$ cat src/sv/u8u16_pkg.sv
// Shared types and constants for the UTF-8 to UTF-16 decoder unit.
package u8u16_pkg;

	localparam logic [15:0] REPLACEMENT_UNIT = 16'hFFFD;
	localparam int unsigned MAX_RESULTS = 2;

	typedef struct packed {
		logic [7:0] in_byte;
		logic       string_last;
	} in_item_t;

	typedef struct packed {
		logic [15:0] code_unit;
		logic        run_last;
		logic        string_end;
	} out_item_t;

	typedef struct packed {
		logic [1:0]                       count;
		out_item_t [MAX_RESULTS - 1:0]    items;
	} dec_res_t;

endpackage

$ cat src/sv/u8u16_stream_if.sv
// Valid/ready stream interface used by both channels of the decoder unit.
interface u8u16_stream_if #(
	parameter type payload_t = logic [7:0]
);
	logic     valid;
	logic     ready;
	payload_t payload;

	modport source(output valid, output payload, input ready);
	modport sink(input valid, input payload, output ready);
endinterface

$ cat src/sv/u8u16_decode.sv
// Decode logic and held-sequence state for the byte in the input register.
module u8u16_decode
	import u8u16_pkg::*;
(
	input  logic     clk,
	input  logic     arst_n,
	input  in_item_t item_s1,
	input  logic     advance,
	output dec_res_t res
);

	typedef enum logic [1:0] {
		KIND_NONE         = 2'd0,
		KIND_TWO          = 2'd1,
		KIND_THREE        = 2'd2,
		KIND_THREE_SECOND = 2'd3
	} kind_t;

	kind_t      kind_q;
	kind_t      kind_next;
	logic [7:0] held_lead_q;
	logic [7:0] held_second_q;
	logic       start_emit;
	logic [15:0] start_unit;
	kind_t      start_kind;
	logic       start_last;

	always_comb begin
		start_last = item_s1.string_last || (kind_q == KIND_THREE);
		start_emit = 1'b1;
		start_kind = KIND_NONE;
		start_unit = REPLACEMENT_UNIT;
		if (!item_s1.in_byte[7]) begin
			start_unit = {8'h00, item_s1.in_byte};
		end else if (item_s1.in_byte[7:4] == 4'hE && !start_last) begin
			start_emit = 1'b0;
			start_kind = KIND_THREE;
		end else if (item_s1.in_byte[7:5] == 3'b110 && !start_last) begin
			start_emit = 1'b0;
			start_kind = KIND_TWO;
		end
	end

	always_comb begin
		res = '0;
		kind_next = KIND_NONE;
		case (kind_q)
			KIND_TWO: begin
				res.count = 2'd1;
				res.items[0] = '{code_unit: {5'd0, held_lead_q[4:0], item_s1.in_byte[5:0]},
					run_last: 1'b1, string_end: item_s1.string_last};
			end
			KIND_THREE: begin
				if (item_s1.string_last) begin
					res.count = 2'd2;
					res.items[0] = '{code_unit: REPLACEMENT_UNIT, run_last: 1'b0,
						string_end: 1'b0};
					res.items[1] = '{code_unit: start_unit, run_last: 1'b1,
						string_end: 1'b1};
				end else begin
					kind_next = KIND_THREE_SECOND;
				end
			end
			KIND_THREE_SECOND: begin
				res.count = 2'd1;
				res.items[0] = '{code_unit: {held_lead_q[3:0], held_second_q[5:0],
					item_s1.in_byte[5:0]}, run_last: 1'b1,
					string_end: item_s1.string_last};
			end
			default: begin
				kind_next = start_kind;
				res.count = {1'b0, start_emit};
				res.items[0] = '{code_unit: start_unit, run_last: 1'b1,
					string_end: item_s1.string_last};
			end
		endcase
	end

	always_ff @(posedge clk or negedge arst_n) begin
		if (!arst_n) begin
			kind_q <= KIND_NONE;
		end else if (advance) begin
			kind_q <= kind_next;
		end
	end

	always_ff @(posedge clk) begin
		if (advance && kind_q == KIND_NONE) begin
			held_lead_q <= item_s1.in_byte;
		end
		if (advance && kind_q == KIND_THREE) begin
			held_second_q <= item_s1.in_byte;
		end
	end

endmodule

$ cat src/sv/u8u16_out_buf.sv
// Two-entry result register that drives the code unit channel.
module u8u16_out_buf
	import u8u16_pkg::*;
(
	input  logic                          clk,
	input  logic                          arst_n,
	input  logic [1:0]                    push_cnt,
	input  out_item_t [MAX_RESULTS - 1:0] push_items,
	output logic [1:0]                    free,
	u8u16_stream_if.source                units
);

	out_item_t  slot_q [MAX_RESULTS];
	logic [1:0] count_q;
	logic       head_q;
	logic       tail;
	logic       pop;

	assign pop = units.valid && units.ready;
	assign tail = head_q ^ count_q[0];
	assign free = (2'd2 - count_q) + {1'b0, pop};
	assign units.valid = (count_q != 2'd0);
	assign units.payload = slot_q[head_q];

	always_ff @(posedge clk or negedge arst_n) begin
		if (!arst_n) begin
			count_q <= 2'd0;
			head_q <= 1'b0;
		end else begin
			count_q <= count_q - {1'b0, pop} + push_cnt;
			if (pop) begin
				head_q <= ~head_q;
			end
		end
	end

	always_ff @(posedge clk) begin
		if (push_cnt != 2'd0) begin
			slot_q[tail] <= push_items[0];
		end
		if (push_cnt == 2'd2) begin
			slot_q[~tail] <= push_items[1];
		end
	end

endmodule

$ cat src/sv/utf8_to_utf16_decoder_unit.sv
// Top level of the UTF-8 to UTF-16 decoder unit.
//
// Channel   Direction  Payload
// bytes     in         in_byte[7:0], string_last
// units     out        code_unit[15:0], run_last, string_end
//
// An accepted byte passes through the input register and then the result
// register on its way to the output. The unit accepts a byte every cycle while
// the units channel does not stall; a byte's two code units are stored together.
// Reset clears the held-sequence state and the result register.
// Stalls on the code unit channel back up through the input register.
module utf8_to_utf16_decoder_unit
	import u8u16_pkg::*;
(
	input  logic          clk,
	input  logic          arst_n,
	u8u16_stream_if.sink   bytes,
	u8u16_stream_if.source units
);

	in_item_t   item_s1;
	logic       valid_s1;
	logic       advance;
	dec_res_t   res;
	logic [1:0] free;
	logic [1:0] push_cnt;

	assign advance = valid_s1 && (res.count <= free);
	assign bytes.ready = !valid_s1 || advance;
	assign push_cnt = advance ? res.count : 2'd0;

	always_ff @(posedge clk or negedge arst_n) begin
		if (!arst_n) begin
			valid_s1 <= 1'b0;
		end else if (bytes.ready) begin
			valid_s1 <= bytes.valid;
		end
	end

	always_ff @(posedge clk) begin
		if (bytes.valid && bytes.ready) begin
			item_s1 <= bytes.payload;
		end
	end

	u8u16_decode u_decode (
		.clk     (clk),
		.arst_n  (arst_n),
		.item_s1 (item_s1),
		.advance (advance),
		.res     (res)
	);

	u8u16_out_buf u_out_buf (
		.clk        (clk),
		.arst_n     (arst_n),
		.push_cnt   (push_cnt),
		.push_items (res.items),
		.free       (free),
		.units      (units)
	);

	// A transaction that produced results must show up at the output next cycle.
	assert property (@(posedge clk) disable iff (!arst_n)
		push_cnt != 2'd0 |=> units.valid)
		else $error("decoded results did not reach the output");

	// The first of two results is never the end of a run or of the string.
	assert property (@(posedge clk) disable iff (!arst_n)
		valid_s1 && res.count == 2'd2 |-> !res.items[0].run_last && !res.items[0].string_end)
		else $error("first of two results carries an end flag");

	// An accepted byte always occupies the input register in the next cycle.
	assert property (@(posedge clk) disable iff (!arst_n)
		bytes.valid && bytes.ready |=> valid_s1)
		else $error("accepted byte lost before decoding");

endmodule
$ cat src/flat_wrapper.sv
// flat-port wrapper written by rule: the top's interface ports become plain ports
module utf8_to_utf16_decoder_unit_flat import u8u16_pkg::*;
  (clk, arst_n, bytes_valid, bytes_payload, bytes_ready, units_valid, units_payload, units_ready);
  u8u16_stream_if bytes_i ();
  u8u16_stream_if units_i ();
  input  logic clk;
  input  logic arst_n;
  input wire logic [$bits(bytes_i.valid)-1:0] bytes_valid;
  input wire logic [$bits(bytes_i.payload)-1:0] bytes_payload;
  output wire logic [$bits(bytes_i.ready)-1:0] bytes_ready;
  output wire logic [$bits(units_i.valid)-1:0] units_valid;
  output wire logic [$bits(units_i.payload)-1:0] units_payload;
  input wire logic [$bits(units_i.ready)-1:0] units_ready;
  assign bytes_i.valid = bytes_valid;
  assign bytes_i.payload = bytes_payload;
  assign bytes_ready = bytes_i.ready;
  assign units_valid = units_i.valid;
  assign units_payload = units_i.payload;
  assign units_i.ready = units_ready;
  utf8_to_utf16_decoder_unit u_core (.clk(clk), .arst_n(arst_n), .bytes(bytes_i), .units(units_i));
endmodule
$ cat config.mk
export PLATFORM = sky130hd
export DESIGN_NAME = utf8_to_utf16_decoder_unit_flat
export DESIGN_NICKNAME = d
export VERILOG_FILES = /design/src/sv/u8u16_pkg.sv /design/src/sv/u8u16_stream_if.sv /design/src/sv/u8u16_decode.sv /design/src/sv/u8u16_out_buf.sv /design/src/sv/utf8_to_utf16_decoder_unit.sv /design/src/flat_wrapper.sv
export SDC_FILE = /design/constraint.sdc
export NUM_CORES = 1
export LEC_CHECK = 0
export ABC_AREA = 1
export BUFFER_PORTS_ARGS = -buffer_cell sky130_fd_sc_hd__buf_2
export CORE_MARGIN = 4
export CORE_UTILIZATION = 53
export CTS_CLUSTER_DIAMETER = 120
export DETAILED_ROUTE_END_ITERATION = 10
export PLACE_DENSITY_LB_ADDON = 0.3
export SLEW_MARGIN = 25
export SYNTH_ARGS = -nofsm -noshare
export SYNTH_HDL_FRONTEND = slang
export SYNTH_SLANG_ARGS = --single-unit
$ cat constraint.sdc
create_clock -name clk -period 2.4 [get_ports clk]
set_clock_uncertainty 0.05 [all_clocks]
set_input_delay 0.24 -clock clk [delete_from_list [all_inputs] [get_ports clk]]
set_output_delay 0.24 -clock clk [all_outputs]
set_load 0.02 [all_outputs]
Word level (Yosys, flattened, before mapping)

Memory sizes are Yosys's and may differ from the RTL's.
Cells that the tools add are included.

ROM bits: 0
Bits in writable memories: 36
Word-level logic and storage cells: 42
Latch bits: 0
Memories: 1
Bits of input ports: 12
Register bits: 25
Output and inout bits: 10

Memory list:

| name                    | words | width | read ports | clocked after Yosys merged registers in | wr ports | RTL line            | RTL |
|---|---|---|---|---|---|---|---|
| u_core.u_out_buf.slot_q | 2     | 18    | 1          | 0                                       | 2        | u8u16_out_buf.sv:13 | `out_item_t slot_q [MAX_RESULTS];` |

Shift operators: 0
Equal/unequal tests: 4
Divide/modulo/power cells: 0
Reductions and logical operators: 10
$mul: 0
Add/sub/neg operators: 4
Bitwise gates (word level): 3
Order comparisons: 1
Muxes and demuxes: 11

Operator list:

| kind                  | number |
|---|---|
| $pmux W18 S3          | 1 |
| $mux W38              | 1 |
| $mux W18              | 1 |
| $mux W2               | 4 |
| $eq A2 B2 Y1 const B  | 3 |
| $logic_and A1 B1 Y1   | 5 |
| $mux W1               | 4 |
| $reduce_bool A2 Y1    | 2 |
| $add A2 B1 Y2         | 1 |
| $add A2 B2 Y2         | 1 |
| $eq A2 B1 Y1 const B  | 1 |
| $le A2 B2 Y1          | 1 |
| $logic_not A2 Y1      | 1 |
| $not A1 Y1            | 2 |
| $sub A2 B1 Y2         | 1 |
| $sub A2 B2 Y2 const A | 1 |
| $logic_not A1 Y1      | 1 |
| $logic_or A1 B1 Y1    | 1 |
| $xor A1 B1 Y1         | 1 |

Logic depth before layout (Yosys ltp)

Depth in word-level cells: 9
Gate-level depth with buffers: 13
Depth with buffers taken out: 13

Cells and area by module

A second synthesis with hierarchy kept.

Cells, all modules: 272
Area, all modules: 2321.0 sq um

By module, submodules not included:

| module                     | sequential area each (sq um) | instances | area each (sq um) | cells an instance |
|---|---|---|---|---|
| u8u16_out_buf              | 555.5                        | 1         | 1106.1            | 128 |
| u8u16_decode               | 380.4                        | 1         | 839.6             | 114 |
| utf8_to_utf16_decoder_unit | 265.3                        | 1         | 375.4             | 30 |

Worst setup path before layout

Ideal clock, no wire load.

Kind: register to register
Start: register u_core.u_out_buf.count_q[0]
End: register u_core.u_out_buf.count_q[1]
Stages on the path, launching flop included: 12
Buffers on the path: 0
Path slack: 194 ps
Period minus slack after synthesis: 2206 ps
Arrival: 2028 ps
Library setup time: 129 ps
Data required time: 2221 ps
Path through: dfrtp_1 inv_2 nand2_1 nand2_1 ha_1 nand3_2 nand2_1 ha_1 inv_1 ha_1 xnor2_1 xor2_1

Cells in the longest elaborated chain, start to end: 7
Elaborated cells on any way between the ends: 9
Classes of those cells: add/sub (4); order compare (1); mux (1); reduce/logical (3)

Ends and longest elaborated chain:

| item                     | RTL line                         | RTL |
|---|---|---|
| start: declaration       | u8u16_out_buf.sv:14              | `logic [1:0] count_q;` |
| start signal: assignment | u8u16_out_buf.sv:30              | `count_q <= count_q - {1'b0, pop} + push_cnt;` |
| $reduce_bool A2 Y1 *     | u8u16_out_buf.sv:22              | `assign units.valid = (count_q != 2'd0);` |
| via units_valid          | flat_wrapper.sv:11               | `output wire logic [$bits(units_i.valid)-1:0] units_valid;` |
| $logic_and A1 B1 Y1 *    | u8u16_out_buf.sv:19              | `assign pop = units.valid && units.ready;` |
| $add A2 B1 Y2            | u8u16_out_buf.sv:21              | `assign free = (2'd2 - count_q) + {1'b0, pop};` |
| $le A2 B2 Y1             | utf8_to_utf16_decoder_unit.sv:28 | `assign advance = valid_s1 && (res.count <= free);` |
| $logic_and A1 B1 Y1      | utf8_to_utf16_decoder_unit.sv:28 |  |
| $mux W2                  | utf8_to_utf16_decoder_unit.sv:30 | `assign push_cnt = advance ? res.count : 2'd0;` |
| $add A2 B2 Y2 *          | u8u16_out_buf.sv:30              |  |

Mark *: on every way through the listed nets, which the timed path passes. The rest lies on a longest branch.
A chain may end at the register's enable or synchronous reset.

Worst setup path after layout

Start: register u_core.u_out_buf.count_q[0]
End: register u_core.u_out_buf.count_q[1]

Cells in the longest elaborated chain, start to end: 7
Elaborated cells on any way between the ends: 9
Classes of those cells: add/sub (4); order compare (1); mux (1); reduce/logical (3)

Ends and longest elaborated chain:

| item                                                                  | RTL line |
|---|---|
| parallel branches: the longest is 6 deep, another holds $sub A2 B2 Y2 | -- |
| $add A2 B2 Y2 *                                                       | u8u16_out_buf.sv:30 |

Every way passes the cells marked *.

==> metrics.log <==
[metrics] total via count after detailed routing: between 700 and 800
[metrics] first-pass GRT wire length: about 3000 µm
[metrics] Tightest Pin Transition: 422 ps
[metrics] clock tree root driver cell: clkbuf_4
[metrics] worst hold path cell count: 1
[metrics] max-capacitance violation count: 0
[metrics] DR WL/cell: ~11 µm
[metrics] share of the clock period used by the worst path after layout: 93.6%
[metrics] leakage component of the power: between 0.6 and 0.7 nW
[metrics] arrival time worst endpoint: between 2000 and 2500 ps
[metrics] Post-Syn Nets: between 100 and 150
[metrics] relative slew slack: 71.8%
[metrics] post-detail-place hpwl: approximately 1300 µm
[metrics] sequential area share after synthesis: 66.3%
[metrics] total clock sinks: 27
[metrics] largest net degree at the start of global routing: 15
[metrics] min-delay worst type: in -> reg
[metrics] synthesis-stage register bit count: 27
[metrics] result of the run: finished clean
[metrics] per-instance average area after synthesis: roughly 11 µm²
[metrics] most used cell, CP: nand2_1
[metrics] final critical-path required period: about 2200 ps
[metrics] sum of overflow across all layers after global routing: 0
[metrics] clock latency of the later-clocked register in the worst-skew pair: 300 ps
[metrics] hold bufs inserted after CTS: 1
[metrics] number of I/O pins: 22
[metrics] number of buffers between clock root and the deepest sink: 2
[metrics] cell area after synthesis: ~1200 µm²
[metrics] number of cells upsized or downsized after cts: 0
[metrics] required time of the critical path: roughly 2600 ps
[metrics] Hold EP: u_core.item_s1[3]
[metrics] slowest library cell on the worst path: dfrtp_1
[metrics] Filler Cell Count: 164
[metrics] worst slack, placed: 151 ps
[metrics] final antenna diode count: 0
[metrics] power density over the cells: ~1400 nW/µm²
[metrics] count of pins over their slew limit: 0
[metrics] number of nets with antenna violations after detailed routing: 0
[metrics] number of warnings issued by yosys: 0
[metrics] Seq. cell area: around 790 µm²
[metrics] Setup crit end kind: register
[metrics] Clock H-tree levels: 1
[metrics] count of different cell masters after synthesis: 14
[metrics] Worst Reg-to-Reg Cells: 13
[metrics] gate count of the mapped netlist: between 100 and 150
[metrics] area enclosed by the die boundary: around 3000 µm²
[metrics] starting density of the core: 58.4%
[metrics] number of endpoints failing setup at the final stage: 0
[metrics] CTS tree: built
[metrics] final total power: 1.94 mW
[metrics] Area growth syn-to-layout: 12.4%
[metrics] total number of nets in the final design: around 150
[metrics] most common cell after layout, fill and taps aside: nand2_1
[metrics] accumulated negative setup slack: 0 ps
[metrics] port bufs: 20
[metrics] number of failing hold endpoints at the final stage: 0
[metrics] top achievable clock speed: around 450 MHz
[metrics] worst-path cell chain: inv_2, nand2_1, nand2_1, ha_1, inv_1, nand2_1, nand3_2, nand2_1, ha_1, inv_1, ha_1, xnor2_1, xor2_1
[metrics] multi-input combinational cell area: 319 µm²
[metrics] vias in the first global route: between 700 and 800
[metrics] initial detailed-routing violation count: 19
[metrics] number of detailed-routing iterations run before antenna repair: 4
[metrics] reg-to-reg slack, setup: 150 ps
[metrics] nature of the critical path startpoint: register
[metrics] Layout Utilization: roughly two thirds
[metrics] row count: 16
[metrics] worst-case setup margin in the final layout: ~150 ps
[metrics] beginning of the worst register-to-register path: u_core.u_out_buf.count_q[0]
[metrics] worst reg2reg path endpoint: u_core.u_out_buf.count_q[1]
[metrics] Core Region: a little over 2000 µm²
[metrics] unrepaired setup endpoints after global routing: no
[metrics] clock transition at the registers of the reported paths: 130 ps
[metrics] most frequent cells in the layout: 32 x nand2_1, 23 x edfxtp_1, 20 x buf_2
[metrics] horizontal extent of the die: 55.4 µm
[metrics] Peak supply drop: 0.901 mV
[metrics] final weighted congestion of routability-driven global placement: approximately 0.7
[metrics] hold path start: bytes_payload[3]
[metrics] worst-path fanout max: 5
[metrics] setup repair bufs after CTS: 0
[metrics] highest cell delay on the worst timing path: between 400 and 500 ps
[metrics] drc violations: 0
[metrics] Die Y-Extent: roughly 55 µm
[metrics] initial antenna violation count: 0
[metrics] ratio of cells with drive above 1 in the final layout: approximately a quarter
[metrics] GRT Overall Usage: 12.3%
[metrics] via/cell ratio: between 4 and 5
[metrics] TritonCTS Buffers: 3
[metrics] Crit Path Class: reg -> reg
[metrics] Detailed Route WL: approximately 1700 µm
layer usage:
metal	vias to the layer above	track usage (%)	routed length, µm	share of wire, %
li1	378	-	-	-
met1	316	14.8	682	41
met2	20	20.9	872	52
met3	0	2.10	108	6.5
met4	0	6.25	0	0
met5	-	0	0	0
where the power goes:
part | switching (mW) | internal [mW]
Combinational | 0.604 | 0.281
Sequential | 0.104 | 0.768
Clock | 0.115 | 0.0648
Total | 0.822 | 1.11
logic make-up after synthesis:
group / Yosys count / synth area share [%]
adder cells (fa/ha/maj): 3 / 3.15
flip-flops: 27 / 66.3
XOR/XNOR: 3 / 2.20
buffers and inverters: 18 / 6.93
AND/OR/NAND/NOR: 55 / 21.4
worst max-delay path: cells and delay by family, from the launching register on:
family | cells | cell delay (ps)
adder cells (fa/ha/maj) | 3 | 670
flip-flops | 1 | 470
AND/OR/NAND/NOR | 5 | 460
XOR/XNOR | 2 | 360
buffers and inverters | 3 | 170
state kept, by name (all words and copies together) (netlist names):
register	count
u_core.u_out_buf.slot_q	16
u_core.item_s1	7
u_core.u_out_buf.count_q	2
u_core.u_out_buf.head_q	1
u_core.valid_s1	1
per-stage QoR:
step           cells  hold slack, ps  area, µm²
2_1_floorplan    106            -106       1190
3_3_place_gp     151            1.46       1300
3_5_place_dp     151            2.15       1300
4_1_cts          156            36.8       1340
5_1_grt          156            13.6       1340
6_report         156            48.4       1340
cell type report:
class	instances	area share [%]
clock buffer	4	1.96
inverter	16	4.48
multi-input combinational	61	23.8
sequential	27	59.0
tap	27	2.52
timing repair buffer	21	8.22
how the worst max path moves through the flow:
| stage | from | end | depth (start not counted) |
|---|---|---|---|
| 2_1_floorplan | u_core.u_out_buf.count_q[0] | u_core.u_out_buf.count_q[1] | 11 |
| 6_report | u_core.u_out_buf.count_q[0] | u_core.u_out_buf.count_q[1] | 13 |
| 5_1_grt | u_core.u_out_buf.count_q[0] | u_core.u_out_buf.count_q[1] | 11 |
| 3_5_place_dp | u_core.u_out_buf.count_q[0] | u_core.u_out_buf.count_q[1] | 13 |
| 4_1_cts | u_core.u_out_buf.count_q[0] | u_core.u_out_buf.count_q[1] | 13 |
| 3_3_place_gp | u_core.u_out_buf.count_q[0] | u_core.u_out_buf.count_q[1] | 11 |
synthesized netlist by cell type:
library cell / number / area share (%)
edfxtp_1: 23 / 58
nand4_1: 1 / 0.52
nand2_2: 5 / 2.6
nand3_2: 1 / 0.84
nand3_4: 2 / 2.9
xnor2_1: 1 / 0.73
inv_2: 2 / 0.63
buf_6: 2 / 1.9
dfrtp_1: 4 / 8.4
inv_1: 14 / 4.4
xor2_1: 2 / 1.5
ha_1: 3 / 3.1
nand2_1: 32 / 10
nor2_1: 14 / 4.4
Power figures use the tool's default switching activity.
